$ cat config.mk
export PLATFORM = sky130hd
export DESIGN_NAME = prge_root_cell
export DESIGN_NICKNAME = d
export VERILOG_FILES = /design/src/hdl/point_range_grey_encoder_assert.svh /design/src/hdl/prge_pkg.sv /design/src/hdl/prge_root_cell.sv
export SDC_FILE = /design/constraint.sdc
export NUM_CORES = 1
export LEC_CHECK = 0
export BUFFER_PORTS_ARGS = -buffer_cell sky130_fd_sc_hd__buf_2
export CORE_ASPECT_RATIO = 0.7
export CORE_MARGIN = 2
export CORE_UTILIZATION = 45
export DETAILED_ROUTE_END_ITERATION = 8
export PLACE_DENSITY_LB_ADDON = 0.12
export SYNTH_ARGS = -nofsm -noshare
export SYNTH_HDL_FRONTEND = slang
export SYNTH_SLANG_ARGS = --single-unit
$ cat constraint.sdc
create_clock -name clock -period 8.62 [get_ports clock]
set_input_delay 1.724 -clock clock [delete_from_list [all_inputs] [get_ports clock]]
set_output_delay 1.724 -clock clock [all_outputs]
set_load 0.01 [all_outputs]
$ cat src/hdl/point_range_grey_encoder_assert.svh
// Assertion macros for the point range grey encoder.
`ifndef POINT_RANGE_GREY_ENCODER_ASSERT_SVH
`define POINT_RANGE_GREY_ENCODER_ASSERT_SVH

`ifndef ASSERT_OFF

// Check a condition at every clock edge outside reset.
`define PRGE_ASSERT_ALWAYS(lbl, clk, rst, cond) \
   lbl: assert property (@(posedge clk) disable iff (rst) (cond)) \
      else $error("%m: assertion failed");

// Check that a consequent holds in the same cycle as its antecedent.
`define PRGE_ASSERT_IMPLIES(lbl, clk, rst, ante, cons) \
   lbl: assert property (@(posedge clk) disable iff (rst) (ante) |-> (cons)) \
      else $error("%m: assertion failed");

`else

`define PRGE_ASSERT_ALWAYS(lbl, clk, rst, cond)
`define PRGE_ASSERT_IMPLIES(lbl, clk, rst, ante, cons)

`endif

`endif

$ cat src/hdl/prge_pkg.sv
// Shared types and constants of the point range grey encoder.
package prge_pkg;

   localparam int COORD_W    = 16;
   localparam int ECHO_W     = 17;
   localparam int CFG_W      = 16;
   localparam int GREY_W     = 8;
   localparam int SQ_W       = 2 * COORD_W;
   localparam int ROOT_CELLS = SQ_W / 2;
   localparam int DIV_CELLS  = GREY_W;
   localparam int QPOS_W     = $clog2(DIV_CELLS);
   localparam int DIFF_W     = CFG_W + 1;
   localparam int PROD_W     = 2 * DIFF_W;
   localparam int BASE_W     = 2 * CFG_W;
   localparam int TOTAL_W    = PROD_W + 1;
   localparam int REM_W      = BASE_W + 1;
   localparam int CSR_IDX_W  = 3;

   localparam logic [GREY_W-1:0] GREY_MAX = '1;

   typedef enum logic [CSR_IDX_W-1:0] {
      CSR_MIN_RANGE       = 3'd0,
      CSR_MAX_RANGE       = 3'd1,
      CSR_MIN_GREY        = 3'd2,
      CSR_MAX_GREY        = 3'd3,
      CSR_BLACK_THRESHOLD = 3'd4
   } csr_index_type;

   typedef struct packed {
      logic [CFG_W-1:0] min_range;
      logic [CFG_W-1:0] max_range;
      logic [CFG_W-1:0] min_grey;
      logic [CFG_W-1:0] max_grey;
      logic [CFG_W-1:0] black_threshold;
   } cfg_type;

   localparam cfg_type CFG_RESET = '{
      min_range:       16'd16383,
      max_range:       16'd0,
      min_grey:        16'd0,
      max_grey:        16'd65533,
      black_threshold: 16'd26
   };

   // Word moving down the square root chain.
   typedef struct packed {
      logic [SQ_W-1:0]   rem;
      logic [SQ_W-1:0]   root;
      logic [GREY_W-1:0] igrey;
   } root_word_type;

   // Word moving down the divider chain.
   typedef struct packed {
      logic [REM_W-1:0]  rem;
      logic [CFG_W-1:0]  den;
      logic [GREY_W-1:0] quot;
      logic              force_en;
      logic [GREY_W-1:0] force_val;
      logic [GREY_W-1:0] igrey;
   } div_word_type;

endpackage

$ cat src/hdl/prge_root_cell.sv
// One cell of the square root chain: settles one result bit per cell.
module prge_root_cell (
   input  logic                          clock,
   input  logic                          reset,
   input  logic [prge_pkg::SQ_W-1:0]     trial_bit,
   input  logic                          up_valid,
   output logic                          up_ready,
   input  prge_pkg::root_word_type       up_word,
   output logic                          dn_valid,
   input  logic                          dn_ready,
   output prge_pkg::root_word_type       dn_word
);
   import prge_pkg::*;

   logic          valid_ff;
   logic          valid_in;
   root_word_type word_ff;
   root_word_type word_in;
   logic [SQ_W:0] trial;

   assign up_ready = !valid_ff || dn_ready;
   assign dn_valid = valid_ff;
   assign dn_word  = word_ff;

   always_comb begin
      trial   = {1'b0, up_word.root} + {1'b0, trial_bit};
      word_in = up_word;
      if ({1'b0, up_word.rem} >= trial) begin
         word_in.rem  = up_word.rem - trial[SQ_W-1:0];
         word_in.root = (up_word.root >> 1) + trial_bit;
      end else begin
         word_in.root = up_word.root >> 1;
      end
   end

   assign valid_in = up_ready ? up_valid : valid_ff;

   always_ff @(posedge clock) begin
      if (reset) begin
         valid_ff <= 1'b0;
      end else begin
         valid_ff <= valid_in;
      end
   end

   always_ff @(posedge clock) begin
      if (up_valid && up_ready) begin
         word_ff <= word_in;
      end
   end

endmodule

==> flow_summary.json <==
{
  "fp.dieH_um": 112,
  "grt_pass1_vias": 6290,
  "drive_above_1_share_pct": 20.2,
  "fp-row-count": 39,
  "synthCells": 863,
  "cap_violations": 0,
  "path_class": "input pin to flip-flop",
  "antenna_found_initial": 0,
  "remaining_drc_errors": 0,
  "status": "finished clean",
  "ff2ff_path_depth": 2,
  "fill_cells": 1524,
  "tns_ns": 0,
  "ys_warn_count": 0,
  "cts-buffers-inserted": 9,
  "stdcell_area_um2": 8980,
  "synth_area_leaders": "edfxtp_1 29%, ha_1 16%, o21ai_0 6.0%",
  "syn2layout_area_growth_pct": 19.0,
  "hp-class": "flip-flop to flip-flop",
  "start_kind": "input pin",
  "cp_max_fo": 120,
  "clock_sinks": 73,
  "finalMaxSlewViolations": 0,
  "syn_area_per_cell_um2": 8.74,
  "via_per_inst": 5.61,
  "crit_arrival_ns": 7.42,
  "r2r_end": "dn_word[58]$_DFFE_PP_",
  "post_cts_resized": 0,
  "yosys_most_used_dff": "edfxtp_1",
  "fin_util_pct": 54.9,
  "finalHoldViolations": 0,
  "synth-edff-count": 72,
  "pin_count": 182,
  "r2r-start": "dn_valid$_SDFFE_PP0N_",
  "p_total_mw": 1.73,
  "dp_hpwl_um": 16300,
  "fp.dieW_um": 159,
  "first_pass_iters": 5,
  "cp-startpoint": "trial_bit[1]",
  "place_inst": 1251,
  "start_util_pct": 46.2,
  "setup_viol": 0,
  "ys_ff_latch": 73,
  "globalRouteOverflowTotal": 0,
  "globalRouteTotalUtil_pct": 23.5,
  "finClkSkew_ns": 0.00627,
  "worst_slew_pin_slew_ns": 1.12,
  "synth_nets": 1069,
  "grt_max_degree": 121,
  "cts_tree": "done",
  "final_cell_count_no_fill": 1267,
  "rsz0062_at_grt": "no",
  "clock_latency_ns": 0.35,
  "hold_end": "dn_valid$_SDFFE_PP0N_",
  "cts_root_buffer": "clkbuf_16",
  "numPortBuffers": 181,
  "htree_levels": 3,
  "cts_setup_buffers": 0,
  "cts_hold_buf": 0,
  "postRouteAntennaNets": 0,
  "end_kind": "flip-flop",
  "core_area_um2": 16300,
  "irDropWorstVdd_uv": 108,
  "fin_crit_ns": 7.32,
  "grt_pass1_wl_um": 33600,
  "reg2reg_slack_ns": 6.98,
  "post_dp_cell_area_um2": 8660,
  "vias": 7103,
  "fin_nets": 1243,
  "gp_congestion": 0.908,
  "yosysUniqueCellTypes": 62,
  "yosys.area.top_type": "edfxtp_1",
  "wl_per_cell_um": 16.5,
  "drt_iter0_drc": 508,
  "wl_um": 20900,
  "synth_area_um2": 7550,
  "insertedDiodeCount": 0,
  "hp-start": "dn_valid$_SDFFE_PP0N_",
  "clockBufferDepth": 2,
  "yosysSeqAreaShare_pct": 28.9,
  "p_leak_nw": 4.16,
  "yosysTopAreaCellShare_pct": 28.7,
  "p_per_area_nw_per_um2": 193,
  "synthArstFlopShare_pct": 0,
  "final.period_utilization_pct": 84.9,
  "clock.fmax_ghz": 0.137,
  "worst_slew_margin_rel_pct": 25.6,
  "min_path_cells": 2,
  "clk_pin_slew_ns": 0.06,
  "die_area_um2": 17800,
  "required_ns": 8.72
}
where the power goes:
part | switching [mW] | total [mW] | internal (mW)
combinational | 0.491 | 0.830 | 0.338
clock | 0.165 | 0.420 | 0.255
sequential | 0.0125 | 0.479 | 0.466
total | 0.669 | 1.73 | 1.06
registers in the layout, summed over array words and instances (netlist names):
signal / flops
dn_word: 72
dn_valid: 1
stage by stage:
step	hold WS [ns]	setup slack, ns
after floorplan	0.593	1.91
after global placement	0.510	0.945
after detailed placement	0.528	0.926
after CTS	0.539	1.32
after global routing	0.613	0.803
final	0.533	1.30
worst max path at each step:
stage	end	depth (start not counted)
floorplan	dn_word[38]$_DFFE_PP_	23
global placement	dn_word[20]$_DFFE_PP_	21
detailed placement	dn_word[43]$_DFFE_PP_	21
CTS	dn_word[43]$_DFFE_PP_	21
global route	dn_word[43]$_DFFE_PP_	21
finish	dn_word[43]$_DFFE_PP_	21
cells in the mapped netlist (4+ instances only):
cell / count
buf_2: 5
nor3_1: 6
nor2b_1: 7
nand2_1: 106
nand3_1: 20
and3_1: 9
or3_1: 4
o31ai_1: 5
ha_1: 95
inv_1: 30
nor2_1: 39
o21bai_1: 15
nor4_1: 4
o21a_1: 9
nand4_1: 13
a21o_1: 53
and2_1: 6
edfxtp_1: 72
a211oi_1: 8
a31oi_1: 10
xnor2_1: 45
a21oi_1: 82
o21ai_1: 6
xor2_1: 37
clkbuf_1: 14
o211ai_1: 4
nand2b_1: 7
o21ai_0: 90
mux2_1: 8
critical path, cell delays in order:
cell       delay (ns)
buf_2            0.13
ha_1             0.28
a21oi_1          0.19
o2111ai_1        0.23
nand3_1          0.17
nand3_1          0.12
a21o_1           0.19
a21o_1           0.19
a31oi_1          0.34
mux2i_1          0.12
a2111oi_0        0.61
buf_4            0.22
ha_1             0.27
and3_1           0.21
nand3_1          0.17
nor4_1           0.09
a2111oi_0        0.47
nand2_1          0.09
a21oi_1          0.23
or3_4            0.91
mux2_1           0.40
layout make-up:
class                           instances  area, um^2  share of cell area (%)
Clock inverter                          6        87.6                   0.975
Timing Repair Buffer                  183         921                    10.3
Multi-Input combinational cell        740        5160                    57.5
Sequential cell                        73        2180                    24.3
Inverter                               30         113                    1.25
Tap cell                              225         282                    3.14
Clock buffer                           10         229                    2.55
layer usage:
layer  GRT usage [%]  vias up  routed length (um)
met3            5.10       17                1870
met2            28.9      277                7240
met5               0        -                   0
li1                -     3603                   -
met1            39.5     3206               11500
met4            5.87        0                 254
placed cells by master (no fill, tap or decap), types with 10 or more instances in the layout:
master / instances
xor2_1: 37
a21oi_1: 82
buf_2: 181
o21bai_1: 15
a21o_1: 53
a31oi_1: 10
nand2_1: 106
inv_1: 30
nand3_1: 20
edfxtp_1: 72
nand4_1: 13
xnor2_1: 45
ha_1: 95
o21ai_0: 90
nor2_1: 39
cell families after synthesis:
group	count (synthesis)	share of synthesized area [%]
buffers and inverters	50	2.67
xor gates and xnor gates	82	9.52
muxes	9	1.33
DFF	73	28.9
AOI/OAI and AO/OA	322	27.0
and+or+nand+nor	229	14.0
adders and majority gates	98	16.5
Note: power is estimated with default switching activity, not from simulation.
