==> config.mk <==
export PLATFORM = sky130hd
export DESIGN_NAME = prge_map
export DESIGN_NICKNAME = d
export VERILOG_FILES = /design/src/hdl/point_range_grey_encoder_assert.svh /design/src/hdl/prge_pkg.sv /design/src/hdl/prge_map.sv
export SDC_FILE = /design/constraint.sdc
export NUM_CORES = 2
export LEC_CHECK = 0
export BUFFER_PORTS_ARGS = -buffer_cell sky130_fd_sc_hd__buf_2
export CAP_MARGIN = 20
export CORE_ASPECT_RATIO = 0.9
export CORE_MARGIN = 2
export CORE_UTILIZATION = 45
export DETAILED_ROUTE_END_ITERATION = 8
export GPL_TIMING_DRIVEN = 0
export PLACE_DENSITY = 0.64
export SYNTH_ARGS = -nofsm -noshare
export SYNTH_HDL_FRONTEND = slang
export SYNTH_SLANG_ARGS = --single-unit
==> constraint.sdc <==
create_clock -name clock -period 8.4 [get_ports clock]
set_input_delay 0.42 -clock clock [delete_from_list [all_inputs] [get_ports clock]]
set_output_delay 0.42 -clock clock [all_outputs]
set_load 0.02 [all_outputs]
==> src/hdl/point_range_grey_encoder_assert.svh <==
// Assertion macros for the point range grey encoder.
`ifndef POINT_RANGE_GREY_ENCODER_ASSERT_SVH
`define POINT_RANGE_GREY_ENCODER_ASSERT_SVH

`ifndef ASSERT_OFF

// Check a condition at every clock edge outside reset.
`define PRGE_ASSERT_ALWAYS(lbl, clk, rst, cond) \
   lbl: assert property (@(posedge clk) disable iff (rst) (cond)) \
      else $error("%m: assertion failed");

// Check that a consequent holds in the same cycle as its antecedent.
`define PRGE_ASSERT_IMPLIES(lbl, clk, rst, ante, cons) \
   lbl: assert property (@(posedge clk) disable iff (rst) (ante) |-> (cons)) \
      else $error("%m: assertion failed");

`else

`define PRGE_ASSERT_ALWAYS(lbl, clk, rst, cond)
`define PRGE_ASSERT_IMPLIES(lbl, clk, rst, ante, cons)

`endif

`endif

==> src/hdl/prge_pkg.sv <==
// Shared types and constants of the point range grey encoder.
package prge_pkg;

   localparam int COORD_W    = 16;
   localparam int ECHO_W     = 17;
   localparam int CFG_W      = 16;
   localparam int GREY_W     = 8;
   localparam int SQ_W       = 2 * COORD_W;
   localparam int ROOT_CELLS = SQ_W / 2;
   localparam int DIV_CELLS  = GREY_W;
   localparam int QPOS_W     = $clog2(DIV_CELLS);
   localparam int DIFF_W     = CFG_W + 1;
   localparam int PROD_W     = 2 * DIFF_W;
   localparam int BASE_W     = 2 * CFG_W;
   localparam int TOTAL_W    = PROD_W + 1;
   localparam int REM_W      = BASE_W + 1;
   localparam int CSR_IDX_W  = 3;

   localparam logic [GREY_W-1:0] GREY_MAX = '1;

   typedef enum logic [CSR_IDX_W-1:0] {
      CSR_MIN_RANGE       = 3'd0,
      CSR_MAX_RANGE       = 3'd1,
      CSR_MIN_GREY        = 3'd2,
      CSR_MAX_GREY        = 3'd3,
      CSR_BLACK_THRESHOLD = 3'd4
   } csr_index_type;

   typedef struct packed {
      logic [CFG_W-1:0] min_range;
      logic [CFG_W-1:0] max_range;
      logic [CFG_W-1:0] min_grey;
      logic [CFG_W-1:0] max_grey;
      logic [CFG_W-1:0] black_threshold;
   } cfg_type;

   localparam cfg_type CFG_RESET = '{
      min_range:       16'd16383,
      max_range:       16'd0,
      min_grey:        16'd0,
      max_grey:        16'd65533,
      black_threshold: 16'd26
   };

   // Word moving down the square root chain.
   typedef struct packed {
      logic [SQ_W-1:0]   rem;
      logic [SQ_W-1:0]   root;
      logic [GREY_W-1:0] igrey;
   } root_word_type;

   // Word moving down the divider chain.
   typedef struct packed {
      logic [REM_W-1:0]  rem;
      logic [CFG_W-1:0]  den;
      logic [GREY_W-1:0] quot;
      logic              force_en;
      logic [GREY_W-1:0] force_val;
      logic [GREY_W-1:0] igrey;
   } div_word_type;

endpackage

==> src/hdl/prge_map.sv <==
// Range clamp and linear map set-up: clamp, multiply and sum in three stages.
module prge_map (
   input  logic                          clock,
   input  logic                          reset,
   input  prge_pkg::cfg_type             cfg,
   input  logic                          up_valid,
   output logic                          up_ready,
   input  prge_pkg::root_word_type       up_word,
   output logic                          dn_valid,
   input  logic                          dn_ready,
   output prge_pkg::div_word_type        dn_word
);
   import prge_pkg::*;

   // clamp stage
   logic                     c_valid_ff, c_valid_in, c_ready;
   logic signed [DIFF_W-1:0] c_diff_ff, c_diff_in;
   logic signed [DIFF_W-1:0] c_dg_ff, c_dg_in;
   logic [CFG_W-1:0]         c_den_ff, c_den_in;
   logic                     c_force_en_ff, c_force_en_in;
   logic [GREY_W-1:0]        c_force_val_ff, c_force_val_in;
   logic [GREY_W-1:0]        c_igrey_ff;
   // multiply stage
   logic                     d_valid_ff, d_valid_in, d_ready;
   logic signed [PROD_W-1:0] d_num_ff, d_num_in;
   logic [BASE_W-1:0]        d_base_ff, d_base_in;
   logic [CFG_W-1:0]         d_den_ff;
   logic                     d_force_en_ff;
   logic [GREY_W-1:0]        d_force_val_ff;
   logic [GREY_W-1:0]        d_igrey_ff;
   // sum stage
   logic                      e_valid_ff, e_valid_in, e_ready;
   div_word_type              e_word_ff, e_word_in;
   logic signed [TOTAL_W-1:0] total;

   logic [CFG_W-1:0] lo, hi, r_raw, r_cl;
   logic             reversed;

   // clamp stage
   assign c_ready = !c_valid_ff || d_ready;
   assign up_ready = c_ready;

   always_comb begin
      r_raw    = up_word.root[CFG_W-1:0];
      reversed = cfg.min_range > cfg.max_range;
      lo       = reversed ? cfg.max_range : cfg.min_range;
      hi       = reversed ? cfg.min_range : cfg.max_range;
      r_cl     = r_raw;
      if (r_raw < lo) begin
         r_cl = lo;
      end
      if (r_raw > hi) begin
         r_cl = hi;
      end
      // A falling range axis flips both numerator and denominator signs.
      if (reversed) begin
         c_diff_in = $signed({1'b0, cfg.min_range}) - $signed({1'b0, r_cl});
         c_den_in  = cfg.min_range - cfg.max_range;
      end else begin
         c_diff_in = $signed({1'b0, r_cl}) - $signed({1'b0, cfg.min_range});
         c_den_in  = cfg.max_range - cfg.min_range;
      end
      c_dg_in = $signed({1'b0, cfg.max_grey}) - $signed({1'b0, cfg.min_grey});
      if (up_word.root < SQ_W'(cfg.black_threshold)) begin
         c_force_en_in  = 1'b1;
         c_force_val_in = '0;
      end else if (cfg.min_range == cfg.max_range) begin
         c_force_en_in  = 1'b1;
         c_force_val_in = cfg.min_grey[CFG_W-1 -: GREY_W];
      end else begin
         c_force_en_in  = 1'b0;
         c_force_val_in = '0;
      end
   end

   assign c_valid_in = c_ready ? up_valid : c_valid_ff;

   always_ff @(posedge clock) begin
      if (up_valid && c_ready) begin
         c_diff_ff      <= c_diff_in;
         c_dg_ff        <= c_dg_in;
         c_den_ff       <= c_den_in;
         c_force_en_ff  <= c_force_en_in;
         c_force_val_ff <= c_force_val_in;
         c_igrey_ff     <= up_word.igrey;
      end
   end

   // multiply stage
   assign d_ready    = !d_valid_ff || e_ready;
   assign d_valid_in = d_ready ? c_valid_ff : d_valid_ff;
   assign d_num_in   = PROD_W'(c_diff_ff) * PROD_W'(c_dg_ff);
   assign d_base_in  = BASE_W'(cfg.min_grey) * BASE_W'(c_den_ff);

   always_ff @(posedge clock) begin
      if (c_valid_ff && d_ready) begin
         d_num_ff       <= d_num_in;
         d_base_ff      <= d_base_in;
         d_den_ff       <= c_den_ff;
         d_force_en_ff  <= c_force_en_ff;
         d_force_val_ff <= c_force_val_ff;
         d_igrey_ff     <= c_igrey_ff;
      end
   end

   // sum stage
   assign e_ready    = !e_valid_ff || dn_ready;
   assign e_valid_in = e_ready ? d_valid_ff : e_valid_ff;

   always_comb begin
      total               = $signed(TOTAL_W'(d_base_ff)) + TOTAL_W'(d_num_ff);
      e_word_in.rem       = total[TOTAL_W-1] ? '0 : total[REM_W-1:0];
      e_word_in.den       = d_den_ff;
      e_word_in.quot      = '0;
      e_word_in.force_en  = d_force_en_ff;
      e_word_in.force_val = d_force_val_ff;
      e_word_in.igrey     = d_igrey_ff;
   end

   always_ff @(posedge clock) begin
      if (d_valid_ff && e_ready) begin
         e_word_ff <= e_word_in;
      end
   end

   always_ff @(posedge clock) begin
      if (reset) begin
         c_valid_ff <= 1'b0;
         d_valid_ff <= 1'b0;
         e_valid_ff <= 1'b0;
      end else begin
         c_valid_ff <= c_valid_in;
         d_valid_ff <= d_valid_in;
         e_valid_ff <= e_valid_in;
      end
   end

   assign dn_valid = e_valid_ff;
   assign dn_word  = e_word_ff;

endmodule

==> summary.md <==
| Metric | Value |
|---|---|
| Status | finished clean |
| Number of global-route vias before repair | 25500 |
| Crit start category | register |
| Final period utilization | between 90 and 100% |
| # Post-CTS Setup Buffers | 0 |
| # setup viols final | 0 |
| Multi-input gate area | 23700 sq um |
| Fin crit period | 7.96 ns |
| Main synth FF type | edfxtp_1 |
| Fmax | 126 MHz |
| Mapped Area | 33600 sq um |
| Reg2reg end | d_base_ff[31]$_DFFE_PP_ |
| Die area | 77000 sq um |
| Number of fillers in the final layout | 6935 |
| Row cnt | 95 |
| First-pass GRT wire length | approximately 140000 microns |
| Reg2Reg Depth | 23 |
| Sequential Area | approximately 7000 sq um |
| Final worst clock skew | 0.0508 ns |
| Drt initial violations | approximately 1500 |
| Worst reg2reg setup slack | 0.44 ns |
| Setup crit end kind | register |
| Ys async rst share | 0% |
| Layout Nets | 4707 |
| Max cap viols | 0 |
| Adder-cell share of the synthesized area | 42.3% |
| Final slew viol count | 0 |
| Arrival time worst endpoint | 8.20 ns |
| Hold crit path type | primary input to register |
| Synth Area in Simple Gates | 13.7% |
| Setup CP Type | register to register |
| Post-Place Worst Slack | -0.598 ns |
| Synth Area in Compound Gates | about a tenth |
| CP max FO | 10 |
| Multiplexer area fraction after synthesis | 1.61% |
| IO Count | 232 |
| Synth top area cells | fa_1, edfxtp_1, ha_1, inv_1, and2_1 |
| XOR/XNOR Fraction of Synth Area | under 10% |
| Tightest Pin Transition | 0.893 ns |
| EDFF count, synth | roughly 230 |
| Final setup margin | around 0.44 ns |
| CTS root buffer | clkbuf_16 |
| Yosys warnings | 0 |
| Critical Path Source | c_den_ff[4]$_DFFE_PP_ |
| Most frequent cells after synthesis | inv_1, fa_1, nand2_1 |
| RePlAce Congestion | 0.961 |
| Largest family of logic cells by synthesized area | adder cells |
| I/O Buffers | around 190 |
| Crit path to | d_base_ff[31]$_DFFE_PP_ |
| Synth unique cells | 80 |
| Antenna violations before repair | 10 |
| Post-route ant nets | 0 |
| Clock sink count | 235 |
| CTS Buffer Depth | 3 |
| Unrepaired setup endpoints after global routing | false |
| H-tree depth | 1 |
| Skew-Pair Late Insertion Delay | a little under 0.6 ns |
| DRC | 0 |
| Worst hold slack | 0.0391 ns |
| Initial core utilization | 45.3% |
| Largest net degree at the start of global routing | 36 |
| Mapped Cells | approximately 3500 |
| Via-to-Cell Ratio | 5.30 |
| Reg2Reg Launch Point | c_den_ff[4]$_DFFE_PP_ |
| Yosys top cell by area | fa_1 |
| Syn_area_per_cell | 9.67 sq um |
| Core footprint | ~74000 sq um |
| Drt first pass iters | 5 |
| Cts bufs inserted | 27 |
| Top cell type's share of synthesized area | 29.5% |
| WL/cell | 19.7 microns |
| Total Wirelength | 92800 microns |
| DIE HEIGHT | 263 microns |
| Critical Path RT | approximately 8.6 ns |
| Die W | 292 microns |
| Gr usage total | 24.3% |
| Sequential-to-total area share from yosys stat | 20.9% |
| Count leader, synth | inv_1 |
| TritonCTS clock tree | done |
| Layout cells sized above 1 | 8.35% |
| Register bit total from synthesis | 235 |
| Area grow syn2layout | 9.66% |
| Routed vias | roughly 25000 |
| Post-DP HPWL | 78200 microns |
| Global route overflow | 0 |
| Clock-pin transition on the worst setup and hold timing paths | 0.06 ns |
| Relative slew slack | 40.4% |
| Final TNS setup | 0 ns |
| Final hold viol count | 0 |
[through the flow]
stage          cell area (sq um)  std cells  utilization [%]
2_1_floorplan              33700       3485                -
3_3_place_gp               35800       4644             48.2
3_5_place_dp               36000       4651             48.5
4_1_cts                    36900       4696             49.6
5_1_grt                    36900       4697             49.7
6_report                   36900       4699             49.7
[layout make-up]
cell class	instances	area share (%)
Antenna cell	3	0.0203
Buffer	122	1.45
Clock buffer	32	1.96
Clock inverter	13	0.360
Inverter	667	6.79
Multi-Input combinational cell	2461	64.1
Sequential cell	235	19.0
Tap cell	970	3.29
Timing Repair Buffer	196	2.94
[routing by layer]
metal  routed length (microns)  share of wire, %  track usage [%]
met1                     41200                44             33.7
met2                     41400                45             38.4
met3                      6980               7.5             5.20
met4                      3120               3.4             7.04
met5                        70             0.075                0
[registers in the layout (all words and copies together) (netlist names)]
signal / cells
c_dg_ff: 17
d_force_val_ff: 8
d_valid_ff: 1
c_igrey_ff: 8
c_diff_ff: 17
dn_valid: 1
d_base_ff: 32
d_den_ff: 16
d_num_ff: 34
c_den_ff: 16
c_force_en_ff: 1
dn_word: 66
c_force_val_ff: 8
d_force_en_ff: 1
d_igrey_ff: 8
c_valid_ff: 1
[worst min path at each step]
| stage | cells past startpoint | slack [ns] | start | endpoint |
|---|---|---|---|---|
| detailed placement | 0 | 0.40 | c_force_val_ff[6]$_SDFFCE_PP0P_ | d_force_val_ff[6]$_DFFE_PP_ |
| floorplan | 0 | 0.40 | c_force_en_ff$_SDFFCE_PN1P_ | d_force_en_ff$_DFFE_PP_ |
| global placement | 0 | 0.40 | d_den_ff[13]$_DFFE_PP_ | dn_word[38]$_DFFE_PP_ |
| finish | 2 | 0.04 | reset | c_valid_ff$_SDFFE_PP0N_ |
| global route | 2 | 0.03 | reset | c_valid_ff$_SDFFE_PP0N_ |
| CTS | 2 | 0.02 | reset | dn_valid$_SDFFE_PP0P_ |
[worst max-delay path, stage by stage, from the launching register on]
cell and delay [ns]:
edfxtp_1 0.68, clkbuf_1 0.53, nand2_1 0.16, fa_1 0.56, inv_1 0.05, fa_1 0.47, inv_1 0.06, fa_1 0.49
fa_1 0.55, inv_1 0.05, fa_1 0.47, inv_1 0.05, fa_1 0.47, inv_1 0.04, ha_1 0.35, a21o_1 0.20
a21o_1 0.20, or3_1 0.33, o211ai_1 0.44, a211oi_1 0.22, or3_1 0.43, a31o_2 0.24, a21oi_1 0.21, xnor2_1 0.38
[cells in the final DEF (no fill, tap or decap), types with 42 or more instances in the layout]
master	Yosys	layout
a21o_1	62	62
a21oi_1	149	149
and2_1	233	233
buf_2	10	199
clkbuf_1	95	90
edfxtp_1	232	232
fa_1	496	496
ha_1	345	345
inv_1	667	667
nand2_1	385	385
nand3_1	42	42
nor2_1	141	141
o21ai_0	70	70
xnor2_1	82	82
[cell families (layout without fill, tap and decap cells)]
| logic type | Yosys count | count (layout) |
|---|---|---|
| adder cells (fa/ha/maj) | 841 | 841 |
| multiplexers | 52 | 52 |
| AND/OR/NAND/NOR | 956 | 956 |
| buffers and inverters | 789 | 1030 |
| flip-flops | 235 | 235 |
| other | 1 | 11 |
| XOR/XNOR | 118 | 118 |
| AO/OA/AOI/OAI | 486 | 486 |
[what timing repair did]
item,CTS,global route
pin swaps,0,0
hold buffers,0,0
endpoints found under the setup margin,3,7
resized for setup,2,13
Power is left out: the tool's default activity adds up to more than one toggle a clock period on the data nets, which glitch-free logic cannot reach.
