### config.mk
export PLATFORM = sky130hd
export DESIGN_NAME = prge_div_cell
export DESIGN_NICKNAME = d
export VERILOG_FILES = /design/src/hdl/point_range_grey_encoder_assert.svh /design/src/hdl/prge_pkg.sv /design/src/hdl/prge_div_cell.sv
export SDC_FILE = /design/constraint.sdc
export NUM_CORES = 1
export LEC_CHECK = 0
export ABC_CLOCK_PERIOD_IN_PS = 4000
export BUFFER_PORTS_ARGS = -buffer_cell sky130_fd_sc_hd__buf_2
export CAP_MARGIN = 20
export CORE_MARGIN = 4
export CORE_UTILIZATION = 51
export DETAILED_ROUTE_END_ITERATION = 7
export GPL_TIMING_DRIVEN = 0
export PLACE_DENSITY = 0.93
export SLEW_MARGIN = 20
export SYNTH_ARGS = -nofsm -noshare
export SYNTH_HDL_FRONTEND = slang
export SYNTH_SLANG_ARGS = --single-unit
### constraint.sdc
create_clock -name clock -period 4 [get_ports clock]
set_input_delay 0 -clock clock [delete_from_list [all_inputs] [get_ports clock]]
set_output_delay 0 -clock clock [all_outputs]
set_load 0.02 [all_outputs]
### src/hdl/point_range_grey_encoder_assert.svh
// Assertion macros for the point range grey encoder.
`ifndef POINT_RANGE_GREY_ENCODER_ASSERT_SVH
`define POINT_RANGE_GREY_ENCODER_ASSERT_SVH

`ifndef ASSERT_OFF

// Check a condition at every clock edge outside reset.
`define PRGE_ASSERT_ALWAYS(lbl, clk, rst, cond) \
   lbl: assert property (@(posedge clk) disable iff (rst) (cond)) \
      else $error("%m: assertion failed");

// Check that a consequent holds in the same cycle as its antecedent.
`define PRGE_ASSERT_IMPLIES(lbl, clk, rst, ante, cons) \
   lbl: assert property (@(posedge clk) disable iff (rst) (ante) |-> (cons)) \
      else $error("%m: assertion failed");

`else

`define PRGE_ASSERT_ALWAYS(lbl, clk, rst, cond)
`define PRGE_ASSERT_IMPLIES(lbl, clk, rst, ante, cons)

`endif

`endif

### src/hdl/prge_pkg.sv
// Shared types and constants of the point range grey encoder.
package prge_pkg;

   localparam int COORD_W    = 16;
   localparam int ECHO_W     = 17;
   localparam int CFG_W      = 16;
   localparam int GREY_W     = 8;
   localparam int SQ_W       = 2 * COORD_W;
   localparam int ROOT_CELLS = SQ_W / 2;
   localparam int DIV_CELLS  = GREY_W;
   localparam int QPOS_W     = $clog2(DIV_CELLS);
   localparam int DIFF_W     = CFG_W + 1;
   localparam int PROD_W     = 2 * DIFF_W;
   localparam int BASE_W     = 2 * CFG_W;
   localparam int TOTAL_W    = PROD_W + 1;
   localparam int REM_W      = BASE_W + 1;
   localparam int CSR_IDX_W  = 3;

   localparam logic [GREY_W-1:0] GREY_MAX = '1;

   typedef enum logic [CSR_IDX_W-1:0] {
      CSR_MIN_RANGE       = 3'd0,
      CSR_MAX_RANGE       = 3'd1,
      CSR_MIN_GREY        = 3'd2,
      CSR_MAX_GREY        = 3'd3,
      CSR_BLACK_THRESHOLD = 3'd4
   } csr_index_type;

   typedef struct packed {
      logic [CFG_W-1:0] min_range;
      logic [CFG_W-1:0] max_range;
      logic [CFG_W-1:0] min_grey;
      logic [CFG_W-1:0] max_grey;
      logic [CFG_W-1:0] black_threshold;
   } cfg_type;

   localparam cfg_type CFG_RESET = '{
      min_range:       16'd16383,
      max_range:       16'd0,
      min_grey:        16'd0,
      max_grey:        16'd65533,
      black_threshold: 16'd26
   };

   // Word moving down the square root chain.
   typedef struct packed {
      logic [SQ_W-1:0]   rem;
      logic [SQ_W-1:0]   root;
      logic [GREY_W-1:0] igrey;
   } root_word_type;

   // Word moving down the divider chain.
   typedef struct packed {
      logic [REM_W-1:0]  rem;
      logic [CFG_W-1:0]  den;
      logic [GREY_W-1:0] quot;
      logic              force_en;
      logic [GREY_W-1:0] force_val;
      logic [GREY_W-1:0] igrey;
   } div_word_type;

endpackage

### src/hdl/prge_div_cell.sv
// One cell of the divider chain: settles one quotient bit per cell.
module prge_div_cell (
   input  logic                          clock,
   input  logic                          reset,
   input  logic [prge_pkg::QPOS_W-1:0]   quot_pos,
   input  logic                          up_valid,
   output logic                          up_ready,
   input  prge_pkg::div_word_type        up_word,
   output logic                          dn_valid,
   input  logic                          dn_ready,
   output prge_pkg::div_word_type        dn_word
);
   import prge_pkg::*;

   logic             valid_ff;
   logic             valid_in;
   div_word_type     word_ff;
   div_word_type     word_in;
   logic [REM_W-1:0] divisor;

   assign up_ready = !valid_ff || dn_ready;
   assign dn_valid = valid_ff;
   assign dn_word  = word_ff;

   // Divisor is den scaled by the grey fraction, then by this cell's weight.
   always_comb begin
      divisor = REM_W'({up_word.den, {GREY_W{1'b0}}}) << quot_pos;
      word_in = up_word;
      if (up_word.rem >= divisor) begin
         word_in.rem            = up_word.rem - divisor;
         word_in.quot[quot_pos] = 1'b1;
      end
   end

   assign valid_in = up_ready ? up_valid : valid_ff;

   always_ff @(posedge clock) begin
      if (reset) begin
         valid_ff <= 1'b0;
      end else begin
         valid_ff <= valid_in;
      end
   end

   always_ff @(posedge clock) begin
      if (up_valid && up_ready) begin
         word_ff <= word_in;
      end
   end

endmodule

==> results of run 1 <==
==> critical path: stages <==
cell and delay [ps]:
clkbuf_1 410, buf_1 510, nand2_1 190, o21ai_0 440, mux2i_1 220, ha_1 330
clkbuf_2 180, nand2_1 150, nor2_1 330, nand4_1 240, o21ba_1 300, a21o_1 190
buf_6 150, buf_6 160, o21ai_0 370
==> registers in the layout, indices dropped and copies added, names as in the netlist <==
| register | cells |
|---|---|
| dn_word | 74 |
| dn_valid | 1 |
==> cells in the mapped netlist, types with 2 or more instances <==
cell        n
xnor2_1    11
o22ai_1     2
a22oi_1     2
buf_1       3
a41oi_1     2
o211ai_1    4
o21bai_1    3
nor4_1      2
a21oi_2     2
a21o_1     10
nand2_1    44
nor2_1     22
o21a_1      6
o21ai_0    36
a32oi_1     2
nor2b_1     3
buf_4       6
mux2i_1    29
a21oi_1    34
inv_1       4
nand2b_1    2
edfxtp_1   74
and2_1      2
buf_2       5
ha_1       23
nor3_1      4
a31o_2      5
a211o_1     2
xor2_1      8
or2_2       2
a2111oi_2   2
clkbuf_1    9
nand4_1     7
nand3_1     5
buf_6       3
mux2_2      4
==> layout make-up <==
cell class	instances	area [sq um]
Antenna cell	1	2.50
Clock buffer	10	128
Buffer	27	154
Multi-Input combinational cell	300	2080
Clock inverter	6	113
Fill cell	447	1980
Sequential cell	75	2240
Inverter	5	18.8
Timing Repair Buffer	229	1530
Tap cell	105	131
==> power by group through the flow <==
| stage | clock [uW] | combinational [uW] | sequential (uW) |
|---|---|---|---|
| finish | 769 | 849 | 996 |
| floorplan | 0 | 394 | 1100 |
| global placement | 0 | 698 | 1000 |
| CTS | 718 | 787 | 989 |
| global route | 795 | 884 | 1000 |
| detailed placement | 0 | 720 | 1000 |
==> per-stage QoR <==
step           std cells  utilization (%)
6_report             758             76.4
5_1_grt              758             76.4
4_1_cts              756             76.2
3_5_place_dp         668             64.7
3_3_place_gp         667             64.4
2_1_floorplan        407                -
==> layer usage <==
layer  track usage, %  part of all wire (%)
met2             57.0                    45
met5                0                  0.15
met4             27.1                   9.0
met3             13.2                    16
met1             38.2                    31
==> cell families (layout without fill, tap and decap cells) <==
group / Yosys count / count (layout) / synth area share [%]
adder cells (fa/ha/maj): 23 / 23 / 6.41
flip-flops: 75 / 75 / 49.9
other: 0 / 1 / 0
multiplexers: 33 / 33 / 7.47
XOR/XNOR: 19 / 19 / 3.71
AND/OR/NAND/NOR: 104 / 104 / 11.2
buffers and inverters: 32 / 277 / 3.85
AO/OA/AOI/OAI: 121 / 121 / 17.4
==> final timing paths <==
| check | startpoint | endpoint |
|---|---|---|
| setup reg to reg | dn_valid | dn_word[66] |
| setup / recovery | quot_pos[0] | dn_word[63] |
| hold / removal | up_word[63] | dn_word[63] |
| hold reg to reg | dn_valid | dn_word[46] |
==> what timing repair did <==
item	4_1_cts	5_1_grt
hold endpoints to repair	71	1
hold buffers	72	1
endpoints found under the setup margin	0	0
==> summary.md, run 1 <==
| Metric | Value |
|---|---|
| WHS Path Cells | `3` |
| Flop pwr share | `between 30% and 40%` |
| Clock latency on the worst-skew pair | `between 300 and 400 ps` |
| Largest net degree at the start of global routing | `54` |
| Setup WS post-layout | `-32.6 ps` |
| CTS tree | `built` |
| Syn Area/Cell | `11.0 sq um` |
| Path type of the worst min-delay path | `in2reg` |
| Crit path time final | `4030 ps` |
| Gate power share | `32.5%` |
| GRT Overall Usage | `35.6%` |
| Root Driver | `clkbuf_8` |
| Yosys top cell by area | `edfxtp_1` |
| Initial antenna violation count | `3` |
| Net switching power | `900 uW` |
| Initial DRC Count | `~700` |
| # rows | `33` |
| Cell Pwr Density | `408 nW/um^2` |
| Max Fanout on Critical Path | `10` |
| Top_reg_cell synth | `edfxtp_1` |
| Slew headroom | `54.3%` |
| R2R depth | `3` |
| Worst Skew | `14.5 ps` |
| Post-cts repair resize count | `0` |
| Clock sink total | `75` |
| RSZ-0062 raised after global routing | `no` |
| Post-route cell area | `between 6000 and 7000 sq um` |
| Reg2reg setup slack | `2420 ps` |
| Clock Tree Buf Depth | `2` |
| Grt ovf | `0` |
| Violated checks | `negative setup slack` |
| Fraction of power spent switching nets | `34.4%` |
| Max-slew violations | `0` |
| Vias in the first global route | `approximately 4.9k` |
| Most frequent cells in the layout | `buf_2 (160), edfxtp_1 (74), dlygate4sd3_1 (73)` |
| Die Y | `102 um` |
| Layout cells sized above 1 | `32.1%` |
| Status | `finished with violations` |
| Worst-path clk slew | `110 ps` |
| Final setup fails | `3` |
| Max-cap violations | `0` |
| Clock Power Share | `between 20% and 30%` |
| Async S/R FF share, synth | `0%` |
| Vias | `4976` |
| Seq cells post-synth | `75` |
| Vias per cell | `6.56` |
| Crit path required time | `4150 ps` |
| Slew @ Worst Pin | `roughly 700 ps` |
| Synth top area cells | `edfxtp_1 (49%), mux2i_1 (6.5%), ha_1 (6.4%)` |
| Initial core utilization | `53.6%` |
| DRT Wirelength | `18.9 mm` |
| Synth Net Count | `511` |
| Area growth, synth to finish | `42.6%` |
| Hold Vio Cnt, Final | `0` |
| Routed wire per std cell | `24.9 um` |
| Synthesized area | `4490 sq um` |
| DIE AREA | `just over 10000 sq um` |
| Nets | `751` |
| Synth top area share | `roughly half` |
| H-tree Lvls | `3` |
| Pint | `1710 uW` |
| LEAKAGE | `0.00276 uW` |
| Core area | `8380 sq um` |
| Synth Warn # | `0` |
| I/O Buffers | `around 160` |
| Synth Instances | `407` |
| Top achievable clock speed | `248 MHz` |
| Period utilization | `101%` |
| Worst slack at placement | `~310 ps` |
| Placed Instance Area | `5430 sq um` |
| Critical Path AT | `4180 ps` |
| Sequential share of the synthesized area | `49.9%` |
| Residual DRC | `0` |
| Fin Setup TNS | `-52.2 ps` |
| Crit start category | `input pin` |
| Routability Congestion | `0.907` |
| Commonest non-fill, non-tap cell in the layout | `buf_2` |
| Num CTS Buffers | `9` |
| Final ANT Viol Nets | `0` |
| Total Power | `2610 uW` |
| Post-synth EDFFs | `74` |
| Hold Slack | `68.0 ps` |
| Detail Placement HPWL | `10.1 mm` |
| Nature of the critical path endpoint | `flip-flop` |
| Drt first pass iters | `7` |
| Global-route wire length before repair | `27.2 mm` |
| Boundary Pins | `157` |
| Peak supply drop | `roughly 0.21 mV` |
| Die Wd | `102 um` |
| WS Path Type | `in2reg` |
| Setup bufs post-CTS | `0` |
| Yosys cell types | `59` |
(Power assumes the default switching activity.)
==> run 2: changes to the inputs <==
RECOVER_POWER = 50   (was unset)
==> run 2 against run 1 <==
Against the previous run: the run still ends with negative setup slack left; non-clock buffer count unchanged; sequential share of layout area grew 0.70 points; cell area fell by 2.0%; global-route usage unchanged; maximum frequency decreased by 0.47%; critical endpoint unchanged; routed wire length up 0.21%.
==> summary.md, run 2 (synthesis gave the netlist of run 1 again) <==
| Metric | Value |
|---|---|
| Critical Path AT | `4200 ps (+20 ps)` |
| Max-slew violations | `0 (unchanged)` |
| DRT Wirelength | `18.9 mm (+0.21%)` |
| Drt first pass iters | `7 (unchanged)` |
| Initial DRC Count | `784 (+9.7%)` |
| Max-cap violations | `0 (unchanged)` |
| Crit path time final | `4050 ps (+19.2 ps)` |
| Delay-heaviest family, CP | `compound AO/OA/AOI/OAI gates` |
| Crit start category | `input pin` |
| Die Wd | `102 um (unchanged)` |
| Worst-path clk slew | `110 ps (about the same)` |
| Max FFs per register | `74 (unchanged)` |
| Area growth, synth to finish | `39.8%` |
| # rows | `33 (unchanged)` |
| Detail Placement HPWL | `10.1 mm (unchanged)` |
| Hold Slack | `62.9 ps (-5.14 ps)` |
| Worst R2R Start | `dn_valid` |
| Fin Setup TNS | `-122 ps (-70.0 ps)` |
| Routed wire per std cell | `25.0 um (+0.21%)` |
| Root Driver | `clkbuf_8` |
| Clock sink total | `75 (unchanged)` |
| Reg2reg setup slack | `2400 ps (-20 ps)` |
| RR Endpoint | `dn_word[35]` |
| Hold buffers post-CTS | `72 (unchanged)` |
| Routability Congestion | `0.907 (unchanged)` |
| Setup WS post-layout | `-51.7 ps (-19.2 ps)` |
| Status | `finished with violations` |
| Max Fanout on Critical Path | `10 (unchanged)` |
| Final setup fails | `4 (+1)` |
| HP Start | `up_word[63]` |
| Vias | `4921 (-1.1%)` |
| Most frequent cells in the layout | `clkbuf_1 (110), edfxtp_1 (74), dlygate4sd3_1 (73)` |
| Final ANT Viol Nets | `0 (unchanged)` |
| Slowest-stage cell, CP | `dlygate4sd3_1` |
| Global-route wire length before repair | `27.2 mm (unchanged)` |
| Violated checks | `negative setup slack` |
| R2R depth | `3 (unchanged)` |
| Setup bufs post-CTS | `0 (unchanged)` |
| Reg area | `2240 sq um (unchanged)` |
| Num CTS Buffers | `9 (unchanged)` |
| CTS tree | `built` |
| Placed Instance Area | `5430 sq um (unchanged)` |
| Residual DRC | `0 (unchanged)` |
| Nets | `751 (unchanged)` |
| Slew headroom | `55.8% (+1.5 points)` |
| Top achievable clock speed | `247 MHz (-0.47%)` |
| Vias in the first global route | `4916 (unchanged)` |
| Vias per cell | `6.49 (-1.1%)` |
| GRT Overall Usage | `35.6% (unchanged)` |
| Post-route cell area | `6270 sq um (-2.0%)` |
| DIE AREA | `10400 sq um (unchanged)` |
| H-tree Lvls | `3 (unchanged)` |
| Slew @ Worst Pin | `663 ps (-22.0 ps)` |
| Worst slack at placement | `314 ps (unchanged)` |
| WS Path Type | `in2reg` |
| LEAKAGE | `0.00248 uW (-10%)` |
| I/O Buffers | `155 (unchanged)` |
| Grt ovf | `0 (unchanged)` |
| Layout cells sized above 1 | `16.7% (-15 points)` |
| Crit-path cells | `dlygate4sd3_1 > clkbuf_1 > mux2_2 > nor2_1 > a21oi_1 > mux2i_1 > ha_1 > nand4_1 > nor4_1 > nand4_1 > o21ba_1 > a21o_1 > buf_6 > buf_6 > o21ai_0` |
| Initial antenna violation count | `3 (unchanged)` |
| Hold Vio Cnt, Final | `0 (unchanged)` |
| Path type of the worst min-delay path | `in2reg` |
| Buf/Inv on CP | `4 (-1)` |
| Commonest non-fill, non-tap cell in the layout | `clkbuf_1` |
| Cell Pwr Density | `415 nW/um^2 (+1.5%)` |
| Clock Tree Buf Depth | `2 (unchanged)` |
| Boundary Pins | `157 (unchanged)` |
| RSZ-0062 raised after global routing | `no` |
| Largest stage delay, worst path | `580 ps (+70 ps)` |
| Filler Cells Inserted | `524 (+17%)` |
| Initial core utilization | `53.6% (unchanged)` |
| Area of the multi-input gates | `2080 sq um (unchanged)` |
| Largest net degree at the start of global routing | `54 (unchanged)` |
| Clock latency on the worst-skew pair | `380 ps (about the same)` |
| WHS Path Cells | `3 (unchanged)` |
| Period utilization | `101% (+0.48 points)` |
| Core area | `8380 sq um (unchanged)` |
| Crit path required time | `4150 ps (about the same)` |
| Peak supply drop | `0.206 mV (-1.6%)` |
| Nature of the critical path endpoint | `flip-flop` |
| Post-cts repair resize count | `0 (unchanged)` |
| Die Y | `102 um (unchanged)` |
| Worst Skew | `14.8 ps (+0.255 ps)` |
| Worst Hold End | `dn_word[63]` |
-- run 2: how the worst max path moves through the flow --
stage                      startpoint          end  slack [ps]  cells after the start
after floorplan           quot_pos[0]  dn_word[71]        1100                     13
after global placement    quot_pos[0]  dn_word[62]         480                     16
after detailed placement  quot_pos[0]  dn_word[62]         310                     16
after CTS                 quot_pos[0]  dn_word[62]         610                     16
after global routing      up_word[25]  dn_word[63]          40                     15
final                     up_word[28]  dn_word[63]         -50                     15
-- run 2: final cells by class --
cell class                      count  share of cell area (%)
Antenna cell                        1                  0.0399
Buffer                             27                    2.45
Clock buffer                       10                    2.03
Clock inverter                      6                    1.79
Inverter                            5                   0.299
Multi-Input combinational cell    300                    33.1
Sequential cell                    75                    35.7
Tap cell                          105                    2.09
Timing Repair Buffer              229                    22.5
-- run 2: per-layer routing --
layer	wire [um]	part of all wire [%]	vias to the layer above	track usage (%)
met4	1730	9.1	4	27.1
li1	-	-	2015	-
met5	28	0.15	-	0
met2	8370	44	559	57.0
met3	3000	16	171	13.2
met1	5800	31	2172	38.2
-- run 2: report_power, final --
group	internal, uW	switching, uW	leakage [uW]
combinational	305	522	0.00164
sequential	968	31.0	0.000725
clock	418	357	0.000121
total	1690	911	0.00248
-- run 2: tightest hold or removal path, cell delays in order --
cell	delay [ps]
buf_2	90
nand2_1	40
o21ai_0	170
-- run 2: per-stage QoR --
stage	util (%)	cells	total power (uW)
after floorplan	-	407	1500
after global placement	64.4	667	1700
after detailed placement	64.7	668	1720
after CTS	76.2	756	2490
after global routing	74.9	758	2660
final	74.9	758	2600
==> run 3: changes to the inputs <==
MAX_ROUTING_LAYER = met4   (was unset)
==> run 3 against run 2 <==
Against the previous run: clock-buffer cell count stayed put; maximum frequency is 5.8% higher; largest power group unchanged; worst hold slack worse by 49 ps; critical endpoint is now dn_word[51]; critical path type unchanged; worst setup slack better by 220 ps; clock power is 13% lower; total power is 5.0% lower; the flow now finishes without violations; sequential power is 0.4% lower; register-to-register slack better by 110 ps; largest cell class unchanged.
==> summary.md, run 3 (synthesis gave the netlist of run 1 again) <==
| Metric | Value |
|---|---|
| Status | `finished clean` |
| Max-cap violations | `0 (unchanged)` |
| Final ANT Viol Nets | `0 (unchanged)` |
| Vias | `4705 (-4.4%)` |
| Clock latency on the worst-skew pair | `360 ps (-20 ps)` |
| Initial core utilization | `53.6% (unchanged)` |
| Commonest non-fill, non-tap cell in the layout | `clkbuf_1` |
| # rows | `33 (unchanged)` |
| Crit start category | `input pin` |
| Nature of the critical path endpoint | `flip-flop` |
| Cell Pwr Density | `397 nW/um^2 (-4.3%)` |
| Clock Tree Buf Depth | `2 (unchanged)` |
| Nets | `749 (-0.27%)` |
| Global-route wire length before repair | `25.3 mm (-7.0%)` |
| Detail Placement HPWL | `10.2 mm (+1.3%)` |
| DRT Wirelength | `17.2 mm (-9.3%)` |
| Worst Skew | `11.4 ps (-3.32 ps)` |
| Root Driver | `clkbuf_8` |
| Worst R2R Start | `dn_valid` |
| Delay-heaviest family, CP | `buffers and inverters` |
| Clock Power Share | `27.2% (-2.6 points)` |
| RSZ-0062 raised after global routing | `no` |
| Max Fanout on Critical Path | `10 (unchanged)` |
| Crit path required time | `4070 ps (-80 ps)` |
| Clock sink total | `75 (unchanged)` |
| Placed Instance Area | `5430 sq um (unchanged)` |
| LEAKAGE | `0.00246 uW (-0.80%)` |
| Slowest-stage cell, CP | `dlygate4sd3_1` |
| Boundary Pins | `157 (unchanged)` |
| Core area | `8380 sq um (unchanged)` |
| Vias in the first global route | `4535 (-7.8%)` |
| Slew @ Worst Pin | `597 ps (-65.5 ps)` |
| Area of the multi-input gates | `2080 sq um (unchanged)` |
| Peak supply drop | `0.186 mV (-9.8%)` |
| Die Wd | `102 um (unchanged)` |
| Pint | `1620 uW (-3.9%)` |
| Num CTS Buffers | `9 (unchanged)` |
| Critical Path AT | `3900 ps (-300 ps)` |
| Routed wire per std cell | `22.7 um (-9.1%)` |
| Hold Vio Cnt, Final | `0 (unchanged)` |
| Initial DRC Count | `612 (-22%)` |
| Path type of the worst min-delay path | `in2reg` |
| Fin Setup TNS | `0 ps (+122 ps)` |
| H-tree Lvls | `3 (unchanged)` |
| I/O Buffers | `155 (unchanged)` |
| Area growth, synth to finish | `38.9%` |
| Filler Cells Inserted | `537 (+2.5%)` |
| CTS tree | `built` |
| Final Util | `74.4% (-0.49 points)` |
| Max-slew violations | `0 (unchanged)` |
| Largest net degree at the start of global routing | `54 (unchanged)` |
| Drt first pass iters | `6 (-1)` |
| Crit path time final | `3830 ps (-223 ps)` |
| Crit-path cells | `dlygate4sd3_1 > clkbuf_1 > mux2_2 > nor2_1 > a21oi_1 > mux2i_1 > ha_1 > buf_2 > nand2_1 > nor2_1 > nand4_1 > o21ba_1 > a21o_1 > buf_6 > buf_2 > nand2_1 > o21ai_0` |
| Post-route cell area | `6230 sq um (-0.66%)` |
| Routability Congestion | `0.916 (+1.1%)` |
| Net switching power | `848 uW (-6.9%)` |
| Reg area | `2240 sq um (unchanged)` |
| Gate power share | `32.5% (+0.7 points)` |
| GRT Overall Usage | `33.4% (-2.2 points)` |
| Initial antenna violation count | `1 (-2)` |
| Vias per cell | `6.22 (-4.1%)` |
| Final setup fails | `0 (-4)` |
| Layout cells sized above 1 | `16.9% (+0.21 points)` |
| Most frequent cells in the layout | `clkbuf_1 (109), edfxtp_1 (74), dlygate4sd3_1 (71)` |
| Flop pwr share | `40.2% (+1.8 points)` |
| HP Start | `up_word[61]` |
| Residual DRC | `0 (unchanged)` |
| Period utilization | `95.7% (-5.6 points)` |
| WS Path Type | `in2reg` |
| Grt ovf | `0 (unchanged)` |
| Setup bufs post-CTS | `0 (unchanged)` |
| Die Y | `102 um (unchanged)` |
| Top achievable clock speed | `261 MHz (+5.8%)` |
| Max FFs per register | `74 (unchanged)` |
| Largest stage delay, worst path | `560 ps (-20 ps)` |
| Crit. Startpoint | `up_word[40]` |
| Worst-path clk slew | `90 ps (-20 ps)` |
| DIE AREA | `10400 sq um (unchanged)` |
| Fraction of power spent switching nets | `34.3% (-0.71 points)` |
| Buf/Inv on CP | `5 (+1)` |
| Slew headroom | `60.2% (+4.4 points)` |
==> run 3: power groups by stage <==
stage	logic [uW]	clock network, uW	registers (uW)
2_1_floorplan	394	0	1100
3_3_place_gp	698	0	1000
3_5_place_dp	722	0	1000
4_1_cts	784	643	988
5_1_grt	853	706	1000
6_report	805	673	995
==> run 3: layer usage <==
metal  vias to the layer above  GRT usage (%)  part of all wire, %
met1                      2127           39.5                   35
met4                         0           15.8                  6.5
met5                         -              -                    0
li1                       2016              -                    -
met3                       107           7.58                   12
met2                       455           54.2                   46
==> run 3: final timing paths <==
check             slack, ps          end  cells past startpoint
hold / removal           10  dn_word[61]                      3
setup reg to reg       2510  dn_word[73]                      3
setup / recovery        170  dn_word[51]                     17
hold reg to reg         960  dn_word[48]                      2
==> run 3: final cells by class <==
cell class | instances | area share, %
Antenna cell | 1 | 0.0401
Buffer | 27 | 2.47
Clock buffer | 10 | 2.05
Clock inverter | 6 | 1.45
Inverter | 5 | 0.301
Multi-Input combinational cell | 300 | 33.3
Sequential cell | 75 | 36.0
Tap cell | 105 | 2.11
Timing Repair Buffer | 227 | 22.3
==> run 3: worst min-delay path: stages <==
cell and delay (ps):
buf_2 110, nand2_1 40, o21ai_0 90
==> run 3: timing repair <==
action | in CTS | in global routing
endpoints found under the hold margin | 70 | 0
gates resized for setup | 0 | 0
hold buffers | 71 | 0
==> run 3: through the flow <==
stage / worst slack [ps] / std cells / total power (uW) / hold slack (ps)
global placement: 470 / 667 / 1700 / 155
CTS: 651 / 755 / 2410 / 1.79
finish: 172 / 756 / 2470 / 14.3
detailed placement: 347 / 668 / 1730 / 162
floorplan: 1100 / 407 / 1500 / 69.1
global route: 197 / 756 / 2560 / 4.50
